File: config.mk
export PLATFORM = sky130hd
export DESIGN_NAME = fifo_handoff_semaphore_unit
export DESIGN_NICKNAME = d
export VERILOG_FILES = /design/src/hw/rtl/fhs_pkg.sv /design/src/hw/rtl/fhs_front.sv /design/src/hw/rtl/fhs_back.sv /design/src/hw/rtl/fhs_res_q.sv /design/src/hw/rtl/fifo_handoff_semaphore_unit.sv
export SDC_FILE = /design/constraint.sdc
export NUM_CORES = 1
export LEC_CHECK = 0
export BUFFER_PORTS_ARGS = -buffer_cell sky130_fd_sc_hd__buf_2
export CAP_MARGIN = 20
export CORE_MARGIN = 5
export CORE_UTILIZATION = 35
export DETAILED_ROUTE_END_ITERATION = 8
export GPL_TIMING_DRIVEN = 0
export PLACE_DENSITY = 0.57
export SLEW_MARGIN = 20
export SYNTH_ARGS = -nofsm -noshare
export SYNTH_HDL_FRONTEND = slang
export SYNTH_SLANG_ARGS = --single-unit
export TNS_END_PERCENT = 30
File: constraint.sdc
create_clock -name i_clk -period 7.9 [get_ports i_clk]
set_input_delay 0.79 -clock i_clk [delete_from_list [all_inputs] [get_ports i_clk]]
set_output_delay 0.79 -clock i_clk [all_outputs]
set_load 0.02 [all_outputs]
File: src/hw/rtl/fhs_pkg.sv
// ----------------------------------------------------------------------------
// fhs_pkg
// Types and codes shared by the semaphore front end, execution unit and
// result queue.
// ----------------------------------------------------------------------------
package fhs_pkg;

    // Command field encoding
    localparam logic [1:0] CMD_ACQUIRE = 2'd0;
    localparam logic [1:0] CMD_RELEASE = 2'd1;
    localparam logic [1:0] CMD_CANCEL  = 2'd2;

    // Result status encoding
    localparam logic [2:0] ST_GRANTED     = 3'd0;
    localparam logic [2:0] ST_WOULD_BLOCK = 3'd1;
    localparam logic [2:0] ST_QUEUED      = 3'd2;
    localparam logic [2:0] ST_QUEUE_FULL  = 3'd3;
    localparam logic [2:0] ST_INCREMENTED = 3'd4;
    localparam logic [2:0] ST_HANDED_OFF  = 3'd5;
    localparam logic [2:0] ST_CANCELLED   = 3'd6;
    localparam logic [2:0] ST_NOT_WAITING = 3'd7;

    // Classified operations passed from front end to execution unit
    localparam logic [2:0] OP_ACQ_TRY  = 3'd0;
    localparam logic [2:0] OP_ACQ_WAIT = 3'd1;
    localparam logic [2:0] OP_RELEASE  = 3'd2;
    localparam logic [2:0] OP_CANCEL   = 3'd3;
    localparam logic [2:0] OP_NOP      = 3'd4;

    typedef struct packed {
        logic [1:0] cmd;
        logic [3:0] requester_id;
        logic       blocking;
    } t_item;

    typedef struct packed {
        logic [2:0]        status;
        logic              grant_valid;
        logic [3:0]        grant_id;
        logic signed [15:0] count_now;
        logic [4:0]        waiting_now;
    } t_result;

    typedef struct packed {
        logic [2:0] op;
        logic [3:0] requester_id;
    } t_op;

endpackage

File: src/hw/rtl/fhs_front.sv
// ----------------------------------------------------------------------------
// fhs_front
// Accepts input items, classifies them into operations and holds them in a
// two-entry queue for the execution unit.
// ----------------------------------------------------------------------------
module fhs_front
    import fhs_pkg::*;
(
    input  logic  i_clk,
    input  logic  i_rst_n,
    input  logic  push,
    output logic  full,
    input  t_item i_item,
    output logic  o_op_valid,
    output t_op   o_op,
    input  logic  i_op_take
);

    t_op        r_q [2];
    logic       r_wp;
    logic       r_rp;
    logic [1:0] r_cnt;
    logic       w_acc;
    t_op        w_op;

    assign full       = (r_cnt == 2'd2);
    assign w_acc      = push && !full;
    assign o_op_valid = (r_cnt != 2'd0);
    assign o_op       = r_q[r_rp];

    always_comb begin
        w_op.requester_id = i_item.requester_id;
        unique case (i_item.cmd)
            CMD_ACQUIRE: w_op.op = i_item.blocking ? OP_ACQ_WAIT : OP_ACQ_TRY;
            CMD_RELEASE: w_op.op = OP_RELEASE;
            CMD_CANCEL:  w_op.op = OP_CANCEL;
            default:     w_op.op = OP_NOP;
        endcase
    end

    always_ff @(posedge i_clk) begin
        if (w_acc) begin
            r_q[r_wp] <= w_op;
        end
    end

    always_ff @(posedge i_clk) begin
        if (!i_rst_n) begin
            r_wp  <= 1'b0;
            r_rp  <= 1'b0;
            r_cnt <= 2'd0;
        end else begin
            if (w_acc) begin
                r_wp <= ~r_wp;
            end
            if (i_op_take) begin
                r_rp <= ~r_rp;
            end
            r_cnt <= r_cnt + {1'b0, w_acc} - {1'b0, i_op_take};
        end
    end

endmodule

File: src/hw/rtl/fhs_back.sv
// ----------------------------------------------------------------------------
// fhs_back
// Executes semaphore operations: count, circular waiter memory, hand-off and
// cancel with a scan and compaction pass over the waiter memory.
// ----------------------------------------------------------------------------
module fhs_back
    import fhs_pkg::*;
#(
    parameter int MAX_WAITERS = 16,
    parameter int COUNT_WIDTH = 16
) (
    input  logic                    i_clk,
    input  logic                    i_rst_n,
    input  logic                    i_op_valid,
    input  t_op                     i_op,
    output logic                    o_op_take,
    input  logic                    i_res_room,
    output logic                    o_res_push,
    output t_result                 o_res,
    input  logic                    i_cfg_valid,
    input  logic signed [15:0]      i_cfg_data
);

    localparam int LW = $clog2(MAX_WAITERS + 1);
    localparam int PW = (MAX_WAITERS > 1) ? $clog2(MAX_WAITERS) : 1;
    localparam int SW = LW + 1;
    localparam int WW = (COUNT_WIDTH > 16) ? COUNT_WIDTH : 16;
    localparam int XW = (LW > 5) ? LW : 5;
    localparam logic signed [COUNT_WIDTH-1:0] CMAX = {1'b0, {(COUNT_WIDTH-1){1'b1}}};
    localparam logic signed [COUNT_WIDTH-1:0] CMIN = ~CMAX;

    localparam logic [1:0] S_IDLE  = 2'd0;
    localparam logic [1:0] S_HAND  = 2'd1;
    localparam logic [1:0] S_SCAN  = 2'd2;
    localparam logic [1:0] S_SHIFT = 2'd3;

    logic [3:0]                    r_mem [MAX_WAITERS];
    logic [3:0]                    r_rd_data;
    logic [1:0]                    r_state, n_state;
    logic signed [COUNT_WIDTH-1:0] r_count, n_count;
    logic [PW-1:0]                 r_head, n_head;
    logic [LW-1:0]                 r_len, n_len;
    logic [LW-1:0]                 r_pos, n_pos;
    logic [3:0]                    r_id, n_id;

    logic          w_we;
    logic [PW-1:0] w_waddr;
    logic [3:0]    w_wdata;
    logic [PW-1:0] w_raddr;
    logic          w_emit;
    logic [2:0]    w_status;
    logic          w_gvalid;
    logic [3:0]    w_gid;
    logic [SW-1:0] w_pos1;
    logic [SW-1:0] w_pos2;
    logic [SW-1:0] w_lenx;
    logic          w_cnt_pos;
    logic          w_qfull;

    logic signed [WW-1:0]          w_cfg_x;
    logic signed [COUNT_WIDTH-1:0] w_cfg_count;
    logic signed [WW-1:0]          w_cnt_x;
    logic [XW-1:0]                 w_len_x;

    // physical slot of queue position pos (head at position 0)
    function automatic logic [PW-1:0] f_addr(input logic [PW-1:0] head,
                                              input logic [LW-1:0] pos);
        logic [SW-1:0] s;
        s = SW'(head) + SW'(pos);
        if (s >= SW'(MAX_WAITERS)) begin
            s = s - SW'(MAX_WAITERS);
        end
        return s[PW-1:0];
    endfunction

    assign w_pos1    = SW'(r_pos) + SW'(1);
    assign w_pos2    = SW'(r_pos) + SW'(2);
    assign w_lenx    = SW'(r_len);
    assign w_cnt_pos = !r_count[COUNT_WIDTH-1] && (r_count != '0);
    assign w_qfull   = (r_len == LW'(MAX_WAITERS));

    // config value clamped to the count range
    always_comb begin
        w_cfg_x = WW'(i_cfg_data);
        if (w_cfg_x > WW'(CMAX)) begin
            w_cfg_count = CMAX;
        end else if (w_cfg_x < WW'(CMIN)) begin
            w_cfg_count = CMIN;
        end else begin
            w_cfg_count = w_cfg_x[COUNT_WIDTH-1:0];
        end
    end

    always_comb begin
        n_state  = r_state;
        n_count  = r_count;
        n_head   = r_head;
        n_len    = r_len;
        n_pos    = r_pos;
        n_id     = r_id;
        w_we     = 1'b0;
        w_waddr  = r_head;
        w_wdata  = r_rd_data;
        w_raddr  = r_head;
        w_emit   = 1'b0;
        w_status = ST_NOT_WAITING;
        w_gvalid = 1'b0;
        w_gid    = 4'd0;
        o_op_take = 1'b0;

        unique case (r_state)
            S_IDLE: begin
                // result queue room is checked at start; only this unit fills it
                if (i_op_valid && i_res_room) begin
                    o_op_take = 1'b1;
                    unique case (i_op.op)
                        OP_ACQ_TRY, OP_ACQ_WAIT: begin
                            w_emit = 1'b1;
                            if (w_cnt_pos && r_len == '0) begin
                                n_count  = r_count - COUNT_WIDTH'(1);
                                w_status = ST_GRANTED;
                                w_gvalid = 1'b1;
                                w_gid    = i_op.requester_id;
                            end else if (i_op.op == OP_ACQ_TRY) begin
                                w_status = ST_WOULD_BLOCK;
                            end else if (w_qfull) begin
                                w_status = ST_QUEUE_FULL;
                            end else begin
                                w_we     = 1'b1;
                                w_waddr  = f_addr(r_head, r_len);
                                w_wdata  = i_op.requester_id;
                                n_len    = r_len + LW'(1);
                                w_status = ST_QUEUED;
                            end
                        end
                        OP_RELEASE: begin
                            if (r_count[COUNT_WIDTH-1] || r_len == '0) begin
                                if (r_count != CMAX) begin
                                    n_count = r_count + COUNT_WIDTH'(1);
                                end
                                w_emit   = 1'b1;
                                w_status = ST_INCREMENTED;
                            end else begin
                                w_raddr = r_head;
                                n_state = S_HAND;
                            end
                        end
                        OP_CANCEL: begin
                            if (r_len == '0) begin
                                w_emit   = 1'b1;
                                w_status = ST_NOT_WAITING;
                            end else begin
                                w_raddr = r_head;
                                n_pos   = '0;
                                n_id    = i_op.requester_id;
                                n_state = S_SCAN;
                            end
                        end
                        default: begin
                            w_emit   = 1'b1;
                            w_status = ST_NOT_WAITING;
                        end
                    endcase
                end
            end
            S_HAND: begin
                w_emit   = 1'b1;
                w_status = ST_HANDED_OFF;
                w_gvalid = 1'b1;
                w_gid    = r_rd_data;
                n_head   = (r_head == PW'(MAX_WAITERS - 1)) ? '0 : r_head + PW'(1);
                n_len    = r_len - LW'(1);
                n_state  = S_IDLE;
            end
            S_SCAN: begin
                // r_rd_data holds the entry at r_pos
                if (r_rd_data == r_id) begin
                    if (w_pos1 < w_lenx) begin
                        w_raddr = f_addr(r_head, w_pos1[LW-1:0]);
                        n_state = S_SHIFT;
                    end else begin
                        n_len    = r_len - LW'(1);
                        w_emit   = 1'b1;
                        w_status = ST_CANCELLED;
                        n_state  = S_IDLE;
                    end
                end else if (w_pos1 < w_lenx) begin
                    n_pos   = w_pos1[LW-1:0];
                    w_raddr = f_addr(r_head, w_pos1[LW-1:0]);
                end else begin
                    w_emit   = 1'b1;
                    w_status = ST_NOT_WAITING;
                    n_state  = S_IDLE;
                end
            end
            S_SHIFT: begin
                // move entry r_pos+1 down to r_pos, prefetch r_pos+2
                w_we    = 1'b1;
                w_waddr = f_addr(r_head, r_pos);
                w_wdata = r_rd_data;
                n_pos   = w_pos1[LW-1:0];
                if (w_pos2 < w_lenx) begin
                    w_raddr = f_addr(r_head, w_pos2[LW-1:0]);
                end else begin
                    n_len    = r_len - LW'(1);
                    w_emit   = 1'b1;
                    w_status = ST_CANCELLED;
                    n_state  = S_IDLE;
                end
            end
            default: begin
                n_state = S_IDLE;
            end
        endcase
    end

    assign w_cnt_x = WW'(n_count);
    assign w_len_x = XW'(n_len);

    assign o_res_push          = w_emit;
    assign o_res.status        = w_status;
    assign o_res.grant_valid   = w_gvalid;
    assign o_res.grant_id      = w_gid;
    assign o_res.count_now     = w_cnt_x[15:0];
    assign o_res.waiting_now   = w_len_x[4:0];

    always_ff @(posedge i_clk) begin
        if (w_we) begin
            r_mem[w_waddr] <= w_wdata;
        end
        r_rd_data <= r_mem[w_raddr];
        r_pos     <= n_pos;
        r_id      <= n_id;
    end

    always_ff @(posedge i_clk) begin
        if (!i_rst_n) begin
            r_state <= S_IDLE;
            r_count <= COUNT_WIDTH'(1);
            r_head  <= '0;
            r_len   <= '0;
        end else begin
            r_state <= n_state;
            r_head  <= n_head;
            r_len   <= n_len;
            if (i_cfg_valid) begin
                r_count <= w_cfg_count;
            end else begin
                r_count <= n_count;
            end
        end
    end

endmodule

File: src/hw/rtl/fhs_res_q.sv
// ----------------------------------------------------------------------------
// fhs_res_q
// Two-entry result queue between the execution unit and the result port.
// ----------------------------------------------------------------------------
module fhs_res_q
    import fhs_pkg::*;
(
    input  logic    i_clk,
    input  logic    i_rst_n,
    input  logic    i_push,
    input  t_result i_res,
    output logic    o_room,
    output logic    empty,
    input  logic    pop,
    output t_result o_result
);

    t_result    r_q [2];
    logic       r_wp;
    logic       r_rp;
    logic [1:0] r_cnt;
    logic       w_pop;

    assign empty    = (r_cnt == 2'd0);
    assign o_room   = (r_cnt != 2'd2);
    assign w_pop    = pop && !empty;
    assign o_result = r_q[r_rp];

    always_ff @(posedge i_clk) begin
        if (i_push) begin
            r_q[r_wp] <= i_res;
        end
    end

    always_ff @(posedge i_clk) begin
        if (!i_rst_n) begin
            r_wp  <= 1'b0;
            r_rp  <= 1'b0;
            r_cnt <= 2'd0;
        end else begin
            if (i_push) begin
                r_wp <= ~r_wp;
            end
            if (w_pop) begin
                r_rp <= ~r_rp;
            end
            r_cnt <= r_cnt + {1'b0, i_push} - {1'b0, w_pop};
        end
    end

endmodule

File: src/hw/rtl/fifo_handoff_semaphore_unit.sv
// Path: an item is registered in the front-end queue, executed by the execution
//   unit and its result registered in the result queue; a hand-off release adds
//   a waiter memory read, and a cancel adds a scan of the queued positions and
//   a move of each entry behind the match. The execution unit takes one item per
//   pass and no new item until that pass ends, nor while the result queue is full.
// Reset (synchronous, active low): count = 1, waiter queue empty, all queues
//   empty. A configuration write reloads the count and keeps the waiters.
// ----------------------------------------------------------------------------
// fifo_handoff_semaphore_unit
// Counting semaphore with FIFO waiters and direct hand-off: front end,
// execution unit and result queue.
// ----------------------------------------------------------------------------
module fifo_handoff_semaphore_unit
    import fhs_pkg::*;
#(
    parameter int MAX_WAITERS = 16,
    parameter int COUNT_WIDTH = 16
) (
    input  logic               i_clk,
    input  logic               i_rst_n,
    input  logic               push,
    output logic               full,
    input  t_item              i_item,
    output logic               empty,
    input  logic               pop,
    output t_result            o_result,
    input  logic               i_cfg_valid,
    output logic               o_cfg_ready,
    input  logic signed [15:0] i_cfg_data
);

    logic    w_op_valid;
    t_op     w_op;
    logic    w_op_take;
    logic    w_res_room;
    logic    w_res_push;
    t_result w_res;

    // count reload has no wait states
    assign o_cfg_ready = 1'b1;

    fhs_front u_front (
        .i_clk      (i_clk),
        .i_rst_n    (i_rst_n),
        .push       (push),
        .full       (full),
        .i_item     (i_item),
        .o_op_valid (w_op_valid),
        .o_op       (w_op),
        .i_op_take  (w_op_take)
    );

    fhs_back #(
        .MAX_WAITERS (MAX_WAITERS),
        .COUNT_WIDTH (COUNT_WIDTH)
    ) u_back (
        .i_clk       (i_clk),
        .i_rst_n     (i_rst_n),
        .i_op_valid  (w_op_valid),
        .i_op        (w_op),
        .o_op_take   (w_op_take),
        .i_res_room  (w_res_room),
        .o_res_push  (w_res_push),
        .o_res       (w_res),
        .i_cfg_valid (i_cfg_valid),
        .i_cfg_data  (i_cfg_data)
    );

    fhs_res_q u_res_q (
        .i_clk    (i_clk),
        .i_rst_n  (i_rst_n),
        .i_push   (w_res_push),
        .i_res    (w_res),
        .o_room   (w_res_room),
        .empty    (empty),
        .pop      (pop),
        .o_result (o_result)
    );

endmodule
* Yosys cells after proc, flatten, opt, wreduce, memory -nomap -nowiden
Memory sizes are Yosys's and may differ from the RTL's. A register that Yosys moved wholly into a read port is not among the register bits.
Cells that the tools add are included.
** Storage, ports and cells
- Register bits :: 44
- Bits in writable memories :: 136
- Output and inout bits :: 32
- Memories :: 3
** Memories
- u_back.r_mem :: words 16, width 4, read ports 1, clocked after memory_dff 1, wr ports 1, line fhs_back.sv:37 : logic [3:0] r_mem [MAX_WAITERS];
- u_res_q.r_q :: words 2, width 29, read ports 1, clocked after memory_dff 1, wr ports 1, line fhs_res_q.sv:18 : t_result r_q [2];
- u_front.r_q :: words 2, width 7, read ports 1, clocked after memory_dff 1, wr ports 1, line fhs_front.sv:19 : t_op r_q [2];
** Cells by class
- $add $sub $neg :: 19
- Magnitude comparators :: 8
- Equality and inequality tests :: 24
- Multiplexer cells :: 98
- Bitwise logic cells :: 5
- Reductions and logical operators :: 21
** Operator list (number)
- 2-to-1 mux 16 bit :: 8
- 2-to-1 mux 4 bit :: 21
- 2-to-1 mux 5 bit :: 13
- case mux 16 bit (2 select lines) :: 1
- 2-to-1 mux 1 bit :: 30
- adder 4 x 5 -> 6 bit :: 4
- >= comparator 6 x 5 -> 1 bit (second input constant) :: 4
- case mux 4 bit (2 select lines) :: 3
- case mux 5 bit (4 select lines) :: 1
- adder 16 x 2 -> 16 bit (second input constant) :: 1
- > comparator 16 bit (second input constant) :: 1
- < comparator 16 bit (second input constant) :: 1
- 2-to-1 mux 2 bit :: 8
- != test 16 bit (second input constant) :: 1
- nonzero test 16 bit :: 1
- subtractor 16 x 2 -> 16 bit (second input constant) :: 1
- subtractor 4 x 1 -> 4 bit (second input constant) :: 4
- case mux 5 bit (3 select lines) :: 1
- < comparator 6 x 5 -> 1 bit :: 2
- case mux 3 bit (4 select lines) :: 1
- AND reduction 6 bit :: 2
- != test 2 bit (second input constant) :: 5
- 2-to-1 mux 3 bit :: 3
- != test 3 bit (second input constant) :: 3
- 33 further kinds :: 55

* Depth between registers and ports, before layout
- Word-level depth :: 9
- Depth in mapped cells :: 14
- Mapped depth without buffers :: 13

* Cells and area by module
Synthesis repeated with hierarchy kept, for this count alone.
** Unflattened totals
- Cell total of the unflattened synthesis :: 819
- Area total of the unflattened synthesis :: 9671.8 um^2
** Modules (own cells, without submodules)
- fhs_back :: times used 1, cells an instance 650, area each 6466.2 um^2, sequential area each 2812.7 um^2
- fhs_res_q :: times used 1, cells an instance 113, area each 2374.8 um^2, sequential area each 1841.8 um^2
- fhs_front :: times used 1, cells an instance 54, area each 819.5 um^2, sequential area each 520.5 um^2
- fifo_handoff_semaphore_unit :: times used 1, cells an instance 2, area each 11.3 um^2, sequential area each 0.0 um^2

* Worst setup path after synthesis
OpenSTA, ideal clock, no wires.
- Kind :: flip-flop to flip-flop
- Start point :: register u_back.r_pos[1]
- End point :: memory u_res_q.r_q[0][0] in the netlist's numbering, enable pin
- Library setup time :: 418 ps
- Arrival time :: 3422 ps
- Required time :: 7482 ps
- Path slack :: 4060 ps
- Stages on the path, launching flop included :: 11
- Path buffers :: 0
- Path through :: edfxtp_1 ha_1 nand3b_1 nand2_1 ha_1 and3_1 o21ai_0 a21oi_2 a211oi_1 o22ai_1 nor2b_1
** Between the ends
- Word-level cells in the longest chain between the ends :: 6
** Ends and longest elaborated chain
- start: declaration :: line fhs_back.sv:43 : logic [LW-1:0] r_pos, n_pos;
- start signal: assignment :: line fhs_back.sv:232 : r_pos <= n_pos;
- adder 5 x 1 -> 6 bit :: line fhs_back.sv:76 : assign w_pos1 = SW'(r_pos) + SW'(1);
- net u_back.w_pos1[3] :: line fhs_back.sv:54 : logic [SW-1:0] w_pos1;
- < comparator 6 x 5 -> 1 bit :: line fhs_back.sv:178, fhs_back.sv:187
- 2-to-1 mux 1 bit :: line fhs_back.sv:178, fhs_back.sv:187
- case mux 1 bit (4 select lines) :: line fhs_back.sv:111 : unique case (r_state)
- 2-to-1 mux 1 bit :: line fhs_res_q.sv:30 : if (i_push) begin
- 2-to-1 mux 1 bit (not written as such) :: line fhs_res_q.sv:31 : r_q[r_wp] <= i_res;
- end: declaration :: line fhs_res_q.sv:18
The timed path passes the listed nets, and every way through them passes these cells.

* Final worst setup path
- Start point :: register u_back.r_pos[1]
- End point :: register u_back.r_rd_data[1], read port of u_back.r_mem
** Between the ends
- Word-level cells in the longest chain between the ends :: 6
** Ends and longest elaborated chain
- adder 5 x 2 -> 6 bit or adder 5 x 1 -> 6 bit (tied branches) :: line fhs_back.sv:77, fhs_back.sv:76
- adder 4 x 5 -> 6 bit :: line fhs_back.sv:69 : s = SW'(head) + SW'(pos);
- >= comparator 6 x 5 -> 1 bit or subtractor 4 x 1 -> 4 bit (tied branches) :: line fhs_back.sv:70, fhs_back.sv:71
- 2-to-1 mux 4 bit :: line fhs_back.sv:70 : if (s >= SW'(MAX_WAITERS)) begin
- 2-to-1 mux 4 bit, on equally long branches :: line fhs_back.sv:202, fhs_back.sv:178, fhs_back.sv:187
- case mux 4 bit (2 select lines) * :: line fhs_back.sv:111
- end: declaration :: line fhs_back.sv:38 : logic [3:0] r_rd_data;
Mark *: on every way between the ends. The rest lies on a longest branch, timed or not.
A chain may end at the register's enable or synchronous reset.

==> summary.md <==
| Metric | Value |
|---|---|
| Commonest cells in the synthesized netlist | `edfxtp_1 (145), nor2_1 (62), nand2_1 (52)` |
| Initial DRC Count | `476` |
| Outcome | `complete, no violations` |
| CP max stage cell | `edfxtp_1` |
| Post-synth top area share | `0.461` |
| Starting density of the core | `0.353` |
| CP max stage delay | `between 0.5 and 0.6 ns` |
| Grt total ovfl | `0` |
| Source of the worst hold timing path | `u_front.r_rp` |
| Final ANT Viol Nets | `0` |
| Dominant cell by count in the synthesized netlist | `edfxtp_1` |
| Worst-Skew Late Latency | `~0.43 ns` |
| RePlAce Congestion | `0.876` |
| H-tree Lvls | `4` |
| Maximum clock rate | `roughly 240 MHz` |
| Cell chain of the critical path | `ha_1 > xor2_1 > ha_1 > a21o_1 > a2111oi_0 > o21ai_1 > mux2_2 > nand2_1 > buf_2 > mux4_2 > a22oi_1 > nand2_1` |
| Syn Nets | `around 850` |
| Ranking of synthesized cells by area | `edfxtp_1 (46%), dfxtp_1 (8.7%), ha_1 (4.9%)` |
| Vias in the first global route | `roughly 6,300` |
| Mapped Cells | `around 800` |
| Pwr/cell area | `approximately 370 nW/µm²` |
| First-pass GRT wire length | `roughly 35 mm` |
| Num CTS Buffers | `17` |
| Mean number of vias per cell | `approximately 5.2` |
| Pin count of the biggest net entering global routing | `21` |
| Die Height | `between 150 and 200 µm` |
| Setup slack, reg-to-reg | `3.69 ns` |
| Setup crit end kind | `flip-flop` |
| RSZ-0062 raised after global routing | `no` |
| CTS tree | `built` |
| Crit path max-delay family | `compound AO/OA/AOI/OAI gates` |
| Worst R2R Start | `u_back.r_pos[1]` |
| Register area share after synthesis | `0.548` |
| Setup crit start | `u_back.r_pos[1]` |
| Total routed wirelength | `around 21 mm` |
| Post-CTS repair timing setup buffer count | `0` |
| DIE WIDTH | `174 µm` |
| CP Data Required Time | `between 8 and 9 ns` |
| Clk slew on worst S/H paths | `around 0.07 ns` |
| Cell area after synthesis | `between 9000 and 10,000 µm²` |
| Post-synth EDFFs | `145` |
| Final setup vio count | `0` |
| Critical Path Fanout Max | `10` |
| Critical path class | `flip-flop to flip-flop` |
| Layout cell share with drive strength beyond 1 | `0.201` |
| Yosys warns | `0` |
| Yosys top cell by area | `edfxtp_1` |
| Hold Fails Final Rpt | `0` |
| Worst setup SP type | `flip-flop` |
| CTS Sinks | `between 150 and 200` |
| Hold_buf cts | `0` |
| Netlist cell types | `a little under 80` |
| DR vias | `6,244` |
| Fin crit share | `0.533` |
| Layout Nets | `about 900` |
| Ys async rst share | `0` |
| Syn_area_per_cell | `about 12 µm²` |
| WL/cell | `~18 µm` |
| Initial antenna violation count | `0` |
| Main synth FF type | `edfxtp_1` |
| Core area | `roughly 27,000 µm²` |
| IR drop worst, VDD | `about 0.13 mV` |
| Max cap viols | `0` |
| DRC | `0` |
| Antenna cell count | `0` |
| Clock Tree Root | `clkbuf_16` |
| Port buffer count | `between 50 and 60` |
| Setup TNS | `0 ns` |
| Max Slew Vio Count | `0` |
| Total power | `a little over 4 mW` |
| Worst path bufs/invs | `1` |
| IO Count | `60` |
| Fin crit period | `4.21 ns` |
| Placed Cells incl. Taps | `1,180` |
| Final Non-Filler Cells | `1,212` |
| Layout Skew | `between 0.01 and 0.015 ns` |
| Slew of the pin with the lowest slew margin | `0.981 ns` |
| Die area | `just over 30,000 µm²` |
| Worst EP arrival | `approximately 4.5 ns` |
| Post-detail-place hpwl | `roughly 16 mm` |
| Post-cts repair resize count | `0` |
| 1st-pass router iterations | `5` |
| HP Class | `flip-flop to flip-flop` |
| Yosys reg bits | `186` |
| Static leakage | `~4.0 nW` |
| Gr usage total | `0.145` |
| Worst slew margin | `0.336` |
| Layout area overhead | `14.8%` |
| Row count | `60` |
| CTS Buffer Depth | `2` |
==> report_power, final <==
| group | internal, mW | switching, mW |
|---|---|---|
| registers | 1.37 | 0.104 |
| logic | 0.639 | 1.05 |
| clock network | 0.454 | 0.414 |
==> placed cells by master, fill, tap and decap left out, types with 10 or more instances in the layout <==
master / instances
a21oi_1: 26
edfxtp_1: 145
inv_1: 43
clkbuf_16: 17
o21ai_0: 28
ha_1: 37
dfxtp_1: 41
clkbuf_1: 22
nor3_1: 18
and3_1: 13
buf_2: 61
nor4_1: 10
mux2i_1: 16
xor2_1: 19
mux2_2: 32
nand2_1: 52
xnor2_1: 18
mux4_2: 16
nor2_1: 62
and2_1: 19
nand3_1: 19
==> sequential cells by signal, indices dropped and copies added (netlist names), 2 cells and up, named ones only <==
| register | flops |
|---|---|
| u_res_q.r_cnt | 2 |
| u_back.r_id | 4 |
| u_back.r_pos | 5 |
| u_back.r_len | 5 |
| u_back.r_count | 16 |
| u_res_q.r_q | 58 |
| u_front.r_q | 14 |
| u_back.r_head | 4 |
| u_back.r_state | 2 |
| u_front.r_cnt | 2 |
| u_back.r_mem | 64 |
| u_back.r_rd_data | 4 |
==> tightest hold or removal path: cells and delay by family, from the launching register on <==
kind          cells  cell delay, ns
simple gates      1            0.07
flops             1            0.32
xor+xnor          1            0.08
==> final cells by class <==
cell class                      instances  area, µm²
Multi-Input combinational cell        519       3980
Inverter                               43        161
Timing Repair Buffer                   59        340
Clock inverter                         15        178
Fill cell                            2561      16000
Sequential cell                       186       5170
Clock buffer                           17        425
Tap cell                              341        427
Buffer                                 32        155
==> per-stage QoR <==
step	area, µm²	worst slack, ns	hold slack, ns	util
detailed placement	10200	3.75	0.489	0.382
CTS	10800	3.72	0.511	0.405
global placement	10200	2.63	0.487	0.379
floorplan	9450	4.06	0.472	-
finish	10800	3.69	0.507	0.405
global route	10800	3.44	0.516	0.405
==> logic make-up (layout without fill, tap and decap cells) <==
group | after synthesis | after routing | share of synthesized area
compound gates | 140 | 140 | 0.104
xor+xnor | 37 | 37 | 0.0343
fa+ha+maj | 41 | 41 | 0.0575
buf+inv | 75 | 166 | 0.0335
flops | 186 | 186 | 0.548
mux | 64 | 64 | 0.0932
other cells | 1 | 1 | 0.000397
simple gates | 236 | 236 | 0.129
==> layer usage <==
| layer | vias up | part of all wire | track usage | wire, µm |
|---|---|---|---|---|
| met1 | 3026 | 0.45 | 0.188 | 9650 |
| met4 | 0 | 0.015 | 0.0449 | 327 |
| met3 | 18 | 0.041 | 0.0272 | 878 |
| met2 | 141 | 0.49 | 0.246 | 10500 |
| met5 | - | 0 | 0 | 0 |
| li1 | 3059 | - | - | - |
==> final timing paths <==
check / to / depth (start not counted)
max: u_back.r_rd_data[1] / 12
min reg2reg: u_front.r_rp / 2
max reg2reg: u_back.r_rd_data[1] / 12
min: u_front.r_rp / 2
Note: power is estimated with default switching activity, not from simulation.
